File: config.mk
export PLATFORM = sky130hd
export DESIGN_NAME = double_ended_queue_flat
export DESIGN_NICKNAME = d
export VERILOG_FILES = /design/src/hdl/dq_pkg.sv /design/src/hdl/dq_if.sv /design/src/hdl/double_ended_queue.sv /design/src/hdl/dq_ram.sv /design/src/flat_wrapper.sv
export SDC_FILE = /design/constraint.sdc
export NUM_CORES = 1
export LEC_CHECK = 0
export BUFFER_PORTS_ARGS = -buffer_cell sky130_fd_sc_hd__clkbuf_2
export CAP_MARGIN = 20
export CELL_PAD_IN_SITES_DETAIL_PLACEMENT = 0
export CELL_PAD_IN_SITES_GLOBAL_PLACEMENT = 1
export CORE_MARGIN = 4
export CORE_UTILIZATION = 50
export CTS_BUF_LIST = sky130_fd_sc_hd__clkbuf_4 sky130_fd_sc_hd__clkbuf_8
export CTS_CLUSTER_DIAMETER = 60
export DETAILED_ROUTE_END_ITERATION = 12
export PLACE_DENSITY = 0.8
export SLEW_MARGIN = 0
export SYNTH_ARGS = -nofsm -noshare
export SYNTH_HDL_FRONTEND = slang
export SYNTH_SLANG_ARGS = --single-unit
File: constraint.sdc
create_clock -name clk -period 5.1 [get_ports clk]
set_input_delay 1.02 -clock clk [delete_from_list [all_inputs] [get_ports clk]]
set_output_delay 1.02 -clock clk [all_outputs]
set_load 0.02 [all_outputs]
File: src/hdl/dq_pkg.sv
// Package for the double-ended queue.
// Holds the operation and status codes and the fixed payload widths.
// No dependencies.
package dq_pkg;

	localparam int DATA_W = 32;
	localparam int OCC_W  = 5;

	typedef enum logic [1:0] {
		ACT_PUSH_FRONT = 2'd0,
		ACT_PUSH_REAR  = 2'd1,
		ACT_POP_FRONT  = 2'd2,
		ACT_POP_REAR   = 2'd3
	} action_t;

	typedef enum logic [1:0] {
		ST_OK    = 2'd0,
		ST_EMPTY = 2'd1,
		ST_FULL  = 2'd2
	} status_t;

	typedef logic signed [DATA_W-1:0] data_t;
	typedef logic [OCC_W-1:0]         occ_t;

endpackage

File: src/hdl/dq_if.sv
// Valid/ready channel interfaces of the double-ended queue.
// dq_req_if carries operations in and dq_rsp_if carries results out.
// Depends on dq_pkg.
interface dq_req_if;
	import dq_pkg::*;

	logic    valid;
	logic    ready;
	action_t action;
	data_t   value;

	modport source (output valid, action, value, input ready);
	modport sink   (input valid, action, value, output ready);
endinterface

interface dq_rsp_if;
	import dq_pkg::*;

	logic    valid;
	logic    ready;
	data_t   popped_value;
	status_t status;
	occ_t    occupancy;

	modport source (output valid, popped_value, status, occupancy, input ready);
	modport sink   (input valid, popped_value, status, occupancy, output ready);
endinterface

File: src/hdl/double_ended_queue.sv
// Top level of the bounded double-ended queue of signed 32-bit values.
// Depends on dq_pkg, dq_if (dq_req_if, dq_rsp_if) and dq_ram.
//
//   Channel | Direction | Payload                            | Per transfer
//   --------+-----------+------------------------------------+------------------
//   req     | in        | action, value                      | one operation
//   rsp     | out       | popped_value, status, occupancy    | one result
//
// A new operation can be taken every cycle while rsp is not stalling. Its result is
// loaded into the output register once the middle stage holds it and the output
// register is free, and transfers on rsp from there; the registered read of the
// slot memory is what the middle stage waits for.
// Reset clears the front index, the count and all valid flags; the slot memory
// is not cleared, since only slots written by an earlier push are ever read.
// A stall on rsp holds the result register and then the middle stage, and req
// is held off only while both are full.
module double_ended_queue #(
	parameter int DEPTH = 16
) (
	input logic   clk,
	input logic   arst_n,
	dq_req_if.sink   req,
	dq_rsp_if.source rsp
);
	import dq_pkg::*;

	localparam int AW = $clog2(DEPTH);
	localparam int CW = $clog2(DEPTH + 1);

	// Queue bookkeeping: the front element sits at front_q, the rear element
	// count_q - 1 places after it, wrapping modulo DEPTH.
	logic [AW-1:0] front_q;
	logic [CW-1:0] count_q;

	logic [AW-1:0] front_n;
	logic [CW-1:0] count_n;
	logic          full;
	logic          empty;
	logic [AW-1:0] front_dec;
	logic [AW-1:0] front_inc;
	logic [AW:0]   rear_sum;
	logic [AW:0]   last_sum;
	logic [CW-1:0] last_off;
	logic [AW-1:0] rear_pos;
	logic [AW-1:0] last_pos;

	// Memory access for the operation being accepted.
	logic          mem_we;
	logic          mem_re;
	logic [AW-1:0] mem_addr;
	data_t         mem_rdata;
	status_t       status_n;

	logic accept;
	logic out_free;
	logic advance;

	// Middle stage: waits for the read data of a pop.
	logic    valid_s1;
	logic    pop_ok_s1;
	status_t status_s1;
	occ_t    occ_s1;

	// Result register, drives rsp.
	logic    out_valid_q;
	data_t   popped_q;
	status_t status_q;
	occ_t    occ_q;

	assign full  = (count_q == CW'(DEPTH));
	assign empty = (count_q == '0);

	// Neighbor indexes of the front, wrapping at DEPTH even when it is not a
	// power of two.
	assign front_dec = (front_q == '0) ? AW'(DEPTH - 1) : front_q - 1'b1;
	assign front_inc = (front_q == AW'(DEPTH - 1)) ? '0 : front_q + 1'b1;

	// The sums stay below twice DEPTH, so one compare and subtract wraps them.
	assign last_off = count_q - 1'b1;
	assign rear_sum = {1'b0, front_q} + (AW + 1)'(count_q);
	assign last_sum = {1'b0, front_q} + (AW + 1)'(last_off);
	assign rear_pos = (rear_sum >= (AW + 1)'(DEPTH)) ?
		AW'(rear_sum - (AW + 1)'(DEPTH)) : rear_sum[AW-1:0];
	assign last_pos = (last_sum >= (AW + 1)'(DEPTH)) ?
		AW'(last_sum - (AW + 1)'(DEPTH)) : last_sum[AW-1:0];

	// Handshake: the middle stage moves on when the result register is free or
	// being emptied, and a new request enters when the middle stage is empty or moves on.
	assign out_free  = !out_valid_q || rsp.ready;
	assign advance   = valid_s1 && out_free;
	assign req.ready = !valid_s1 || out_free;
	assign accept    = req.valid && req.ready;

	always_comb begin
		front_n  = front_q;
		count_n  = count_q;
		mem_we   = 1'b0;
		mem_re   = 1'b0;
		mem_addr = front_q;
		status_n = ST_OK;
		case (req.action)
			ACT_PUSH_FRONT: begin
				if (full) begin
					status_n = ST_FULL;
				end else begin
					mem_we   = 1'b1;
					mem_addr = front_dec;
					front_n  = front_dec;
					count_n  = count_q + 1'b1;
				end
			end
			ACT_PUSH_REAR: begin
				if (full) begin
					status_n = ST_FULL;
				end else begin
					mem_we   = 1'b1;
					mem_addr = rear_pos;
					count_n  = count_q + 1'b1;
				end
			end
			ACT_POP_FRONT: begin
				if (empty) begin
					status_n = ST_EMPTY;
				end else begin
					mem_re   = 1'b1;
					mem_addr = front_q;
					front_n  = front_inc;
					count_n  = count_q - 1'b1;
				end
			end
			ACT_POP_REAR: begin
				if (empty) begin
					status_n = ST_EMPTY;
				end else begin
					mem_re   = 1'b1;
					mem_addr = last_pos;
					count_n  = count_q - 1'b1;
				end
			end
			default: begin
				status_n = ST_OK;
			end
		endcase
	end

	// Each operation touches the memory at most once, at the edge of its request
	// transfer, so two operations never meet on the same slot in one cycle.
	// The read data stays put until the next request transfer, which cannot come
	// before the middle stage has passed it on.
	dq_ram #(
		.DEPTH(DEPTH),
		.AW   (AW)
	) u_ram (
		.clk  (clk),
		.we   (accept && mem_we),
		.re   (accept && mem_re),
		.addr (mem_addr),
		.wdata(req.value),
		.rdata(mem_rdata)
	);

	always_ff @(posedge clk or negedge arst_n) begin
		if (!arst_n) begin
			front_q     <= '0;
			count_q     <= '0;
			valid_s1    <= 1'b0;
			out_valid_q <= 1'b0;
		end else begin
			if (accept) begin
				front_q <= front_n;
				count_q <= count_n;
			end
			if (accept) begin
				valid_s1 <= 1'b1;
			end else if (advance) begin
				valid_s1 <= 1'b0;
			end
			if (advance) begin
				out_valid_q <= 1'b1;
			end else if (rsp.ready) begin
				out_valid_q <= 1'b0;
			end
		end
	end

	// Payload registers carry no reset.
	always_ff @(posedge clk) begin
		if (accept) begin
			pop_ok_s1 <= accept && mem_re;
			status_s1 <= status_n;
			occ_s1    <= OCC_W'(count_n);
		end
		if (advance) begin
			popped_q <= pop_ok_s1 ? mem_rdata : '0;
			status_q <= status_s1;
			occ_q    <= occ_s1;
		end
	end

	assign rsp.valid        = out_valid_q;
	assign rsp.popped_value = popped_q;
	assign rsp.status       = status_q;
	assign rsp.occupancy    = occ_q;

endmodule

File: src/hdl/dq_ram.sv
// Single-port synchronous memory for the queue slots, with a registered read.
// Contents are not reset. Depends on dq_pkg for the data type.
module dq_ram #(
	parameter int DEPTH = 16,
	parameter int AW    = 4
) (
	input  logic              clk,
	input  logic              we,
	input  logic              re,
	input  logic [AW-1:0]     addr,
	input  dq_pkg::data_t     wdata,
	output dq_pkg::data_t     rdata
);
	import dq_pkg::*;

	data_t mem [DEPTH];

	always_ff @(posedge clk) begin
		if (we) begin
			mem[addr] <= wdata;
		end
		if (re) begin
			rdata <= mem[addr];
		end
	end

endmodule

File: src/flat_wrapper.sv
// flat-port wrapper written by rule: the top's interface ports become plain ports
module double_ended_queue_flat import dq_pkg::*;
#(
	parameter int DEPTH = 16
)
  (clk, arst_n, req_valid, req_action, req_value, req_ready, rsp_valid, rsp_popped_value, rsp_status, rsp_occupancy, rsp_ready);
  dq_req_if req_i ();
  dq_rsp_if rsp_i ();
  input logic clk;
  input logic arst_n;
  input wire logic [$bits(req_i.valid)-1:0] req_valid;
  input wire logic [$bits(req_i.action)-1:0] req_action;
  input wire logic [$bits(req_i.value)-1:0] req_value;
  output wire logic [$bits(req_i.ready)-1:0] req_ready;
  output wire logic [$bits(rsp_i.valid)-1:0] rsp_valid;
  output wire logic [$bits(rsp_i.popped_value)-1:0] rsp_popped_value;
  output wire logic [$bits(rsp_i.status)-1:0] rsp_status;
  output wire logic [$bits(rsp_i.occupancy)-1:0] rsp_occupancy;
  input wire logic [$bits(rsp_i.ready)-1:0] rsp_ready;
  assign req_i.valid = req_valid;
  assign req_i.action = req_action;
  assign req_i.value = req_value;
  assign req_ready = req_i.ready;
  assign rsp_valid = rsp_i.valid;
  assign rsp_popped_value = rsp_i.popped_value;
  assign rsp_status = rsp_i.status;
  assign rsp_occupancy = rsp_i.occupancy;
  assign rsp_i.ready = rsp_ready;
  double_ended_queue #(.DEPTH(DEPTH)) u_core (.clk(clk), .arst_n(arst_n), .req(req_i), .rsp(rsp_i));
endmodule
==> flow_summary.json <==
{
  "fmaxAchievable_mhz": 248,
  "cts_root_buf": "clkbuf_8",
  "cts_sinks": 602,
  "synth_ff_type": "edfxtp_1",
  "synth_nets": 1412,
  "maxCapViolations": 0,
  "synthSimpleGateAreaFrac_pct": 2.60,
  "path_class": "flip-flop to flip-flop",
  "cts_buffers": 95,
  "cts_resized": 0,
  "hp-class": "primary input to async pin",
  "areaGrowthSynthToFinish_pct": 11.2,
  "async_flop_share_pct": 1.83,
  "portBuffers": 78,
  "cts_buffer_depth": 3,
  "r2r_start": "u_core.count_q[1]",
  "synth.area.top_cells": "edfxtp_1 (71%), mux2i_1 (19%), buf_12 (1.8%)",
  "p_per_area_nw_per_um2": 588,
  "rsz0062_at_grt": "false",
  "worst_clock_skew_ns": 0.0229,
  "path_max_fanout": 18,
  "timing.hold.ws_ns": 0.246,
  "cts_setup_buffers": 0,
  "synth_compound_area_share_pct": 1.40,
  "worst_setup_path_start_kind": "flip-flop",
  "routabilityCongestion": 0.769,
  "ys_types": 59,
  "design.portCount": 79,
  "netlist.area_leader.share_pct": 71.1,
  "synth-seq-cells": 602,
  "status": "finished, final reports clean",
  "grt_usage_pct": 18.0,
  "yosys.area_share.xor_xnor_pct": 0.281,
  "synth_enable_flop_cells": 591,
  "first_global_vias": 12500,
  "muxShareOfSynthArea_pct": 19.5,
  "tightest_slew_ns": 0.825,
  "cts_max_level": 3,
  "syn-cell-area_um2": 25000,
  "fp.coreArea_um2": 49200,
  "drc": 0,
  "yosysSeqAreaShare_pct": 72.2,
  "crit_arrival_ns": 4.39,
  "synth_most_common_cell": "edfxtp_1",
  "finalWorstSetupSlack_ns": 1.07,
  "cts_hold_buf": 0,
  "dr.pass1.iters": 5,
  "r2r-end": "u_core.u_ram.mem[11][17]",
  "grt_start_max_net_pins": 71,
  "wl_per_cell_um": 21.3,
  "via_per_inst": 5.37,
  "yosysTopAreaCell": "edfxtp_1",
  "rows": 81,
  "setup_tns_ns": 0,
  "overflow": 0,
  "ff2ff_setup_slack_ns": 1.07,
  "cts_tree": "done",
  "nets": 1560,
  "fp.dieW_um": 231,
  "power_mw": 16.3,
  "yosys_warnings": 0,
  "yosys-top-cells-count": "edfxtp_1 (591), mux2i_1 (484), and2_1 (35)",
  "synth.avg_cell_area_um2": 18.4,
  "cp-end-kind": "flip-flop",
  "start_util_pct": 50.8,
  "finalHoldViolCount": 0,
  "die_h_um": 231,
  "synth-adder-area-share_pct": 0.762,
  "finalMaxSlewViolations": 0,
  "fin_crit_ns": 4.03,
  "crit_required_ns": 5.45,
  "die-area_um2": 53600,
  "clk_latency_ns": 0.65,
  "synth_top_family_by_area": "multiplexers",
  "antenna_found_initial": 1,
  "fin_crit_sh_pct": 79.1,
  "synthCells": 1360,
  "drive_gt1_share_pct": 18.5,
  "drt_wl_total_um": 47900,
  "clk_pin_slew_worst_paths_ns": 0.06,
  "dpl.hpwl_um": 28600,
  "place_ws_ns": 1.06,
  "slew_headroom_pct": 44.6,
  "ant_nets": 0,
  "p_leak_nw": 10.7,
  "drt_iter0_drc": 907,
  "irDropWorstVdd_mv": 0.862,
  "reg2reg_depth": 12,
  "grt_pass1_wl_um": 73300,
  "setup_viol": 0,
  "vias": 12100
}
[kinds of logic after synthesis]
group           Yosys count
compound gates           50
xor+xnor                  8
fa+ha+maj                14
buf+inv                  79
flops                   602
mux                     485
simple gates            122
[layout make-up]
class / count / area (um2)
fillers: 3769 / 21400
flip-flops and latches: 602 / 18000
multi-input cells: 679 / 6270
clock buffers: 122 / 1520
well taps: 664 / 831
repair buffers: 119 / 773
clock inverters: 49 / 287
inverters: 11 / 41.3
diodes: 1 / 2.50
[per-layer routing]
| metal | GRT usage [%] | wire length, um | vias up |
|---|---|---|---|
| li1 | - | - | 5624 |
| met1 | 23.9 | 21100 | 6138 |
| met2 | 30.3 | 23900 | 232 |
| met3 | 3.27 | 2050 | 63 |
| met4 | 5.71 | 831 | 0 |
| met5 | 0 | 0 | - |
[power by group]
| part | internal (mW) | total [mW] | switching, mW | leakage (nW) |
|---|---|---|---|---|
| clock | 2.06 | 3.85 | 1.79 | 0.962 |
| combinational | 2.71 | 6.22 | 3.51 | 4.23 |
| sequential | 6.05 | 6.24 | 0.188 | 5.50 |
[registers in the layout, summed over array words and instances, names as in the netlist]
name,cells
u_core.pop_ok_s1,1
u_core.front_q,4
u_core.rsp.popped_value,32
u_core.u_ram.mem,512
u_core.count_q,5
u_core.occ_s1,5
u_core.u_ram.rdata,32
u_core.rsp.occupancy,5
u_core.status_s1,2
u_core.rsp.valid,1
u_core.rsp.status,2
u_core.valid_s1,1
[worst max-delay path by stage]
stage / slack (ns) / from / end / cells after the start
3_5_place_dp: 1.06 / u_core.count_q[1] / u_core.u_ram.mem[11][7] / 12
2_1_floorplan: 0.54 / u_core.count_q[1] / u_core.u_ram.mem[0][0] / 13
5_1_grt: 0.82 / u_core.count_q[1] / u_core.u_ram.mem[11][15] / 12
4_1_cts: 1.04 / u_core.count_q[1] / u_core.u_ram.mem[11][15] / 12
6_report: 1.07 / u_core.count_q[1] / u_core.u_ram.mem[11][17] / 12
3_3_place_gp: 1.02 / u_core.count_q[1] / u_core.u_ram.mem[11][15] / 12
[layout by cell type (no fill, tap or decap), types with 17 or more instances in the layout]
cell type	synthesis	final
clkbuf_8	0	97
clkinv_1	1	28
and2_1	35	34
buf_4	6	35
nand2_1	27	26
nor2_4	0	17
clkbuf_4	3	25
edfxtp_1	591	591
clkbuf_2	0	78
mux2i_1	484	484
[critical path: stages, from the launching register on]
cell and delay (ns):
dfrtp_1 0.50, inv_1 0.12, ha_1 0.36, inv_1 0.07, ha_1 0.29, a21o_1 0.18, a2111oi_0 0.38, mux2_2 0.23
mux2i_1 0.27, nor3_4 0.09, or2_1 0.37, nor2_4 0.57, buf_4 0.29
[stage by stage]
stage,cell area (um2),instances,util (%)
floorplan,25000,1360,-
global placement,25900,2075,52.8
detailed placement,25900,2075,52.8
CTS,27700,2246,56.4
global route,27700,2247,56.4
finish,27700,2247,56.4
Note: power is estimated with default switching activity, not from simulation.
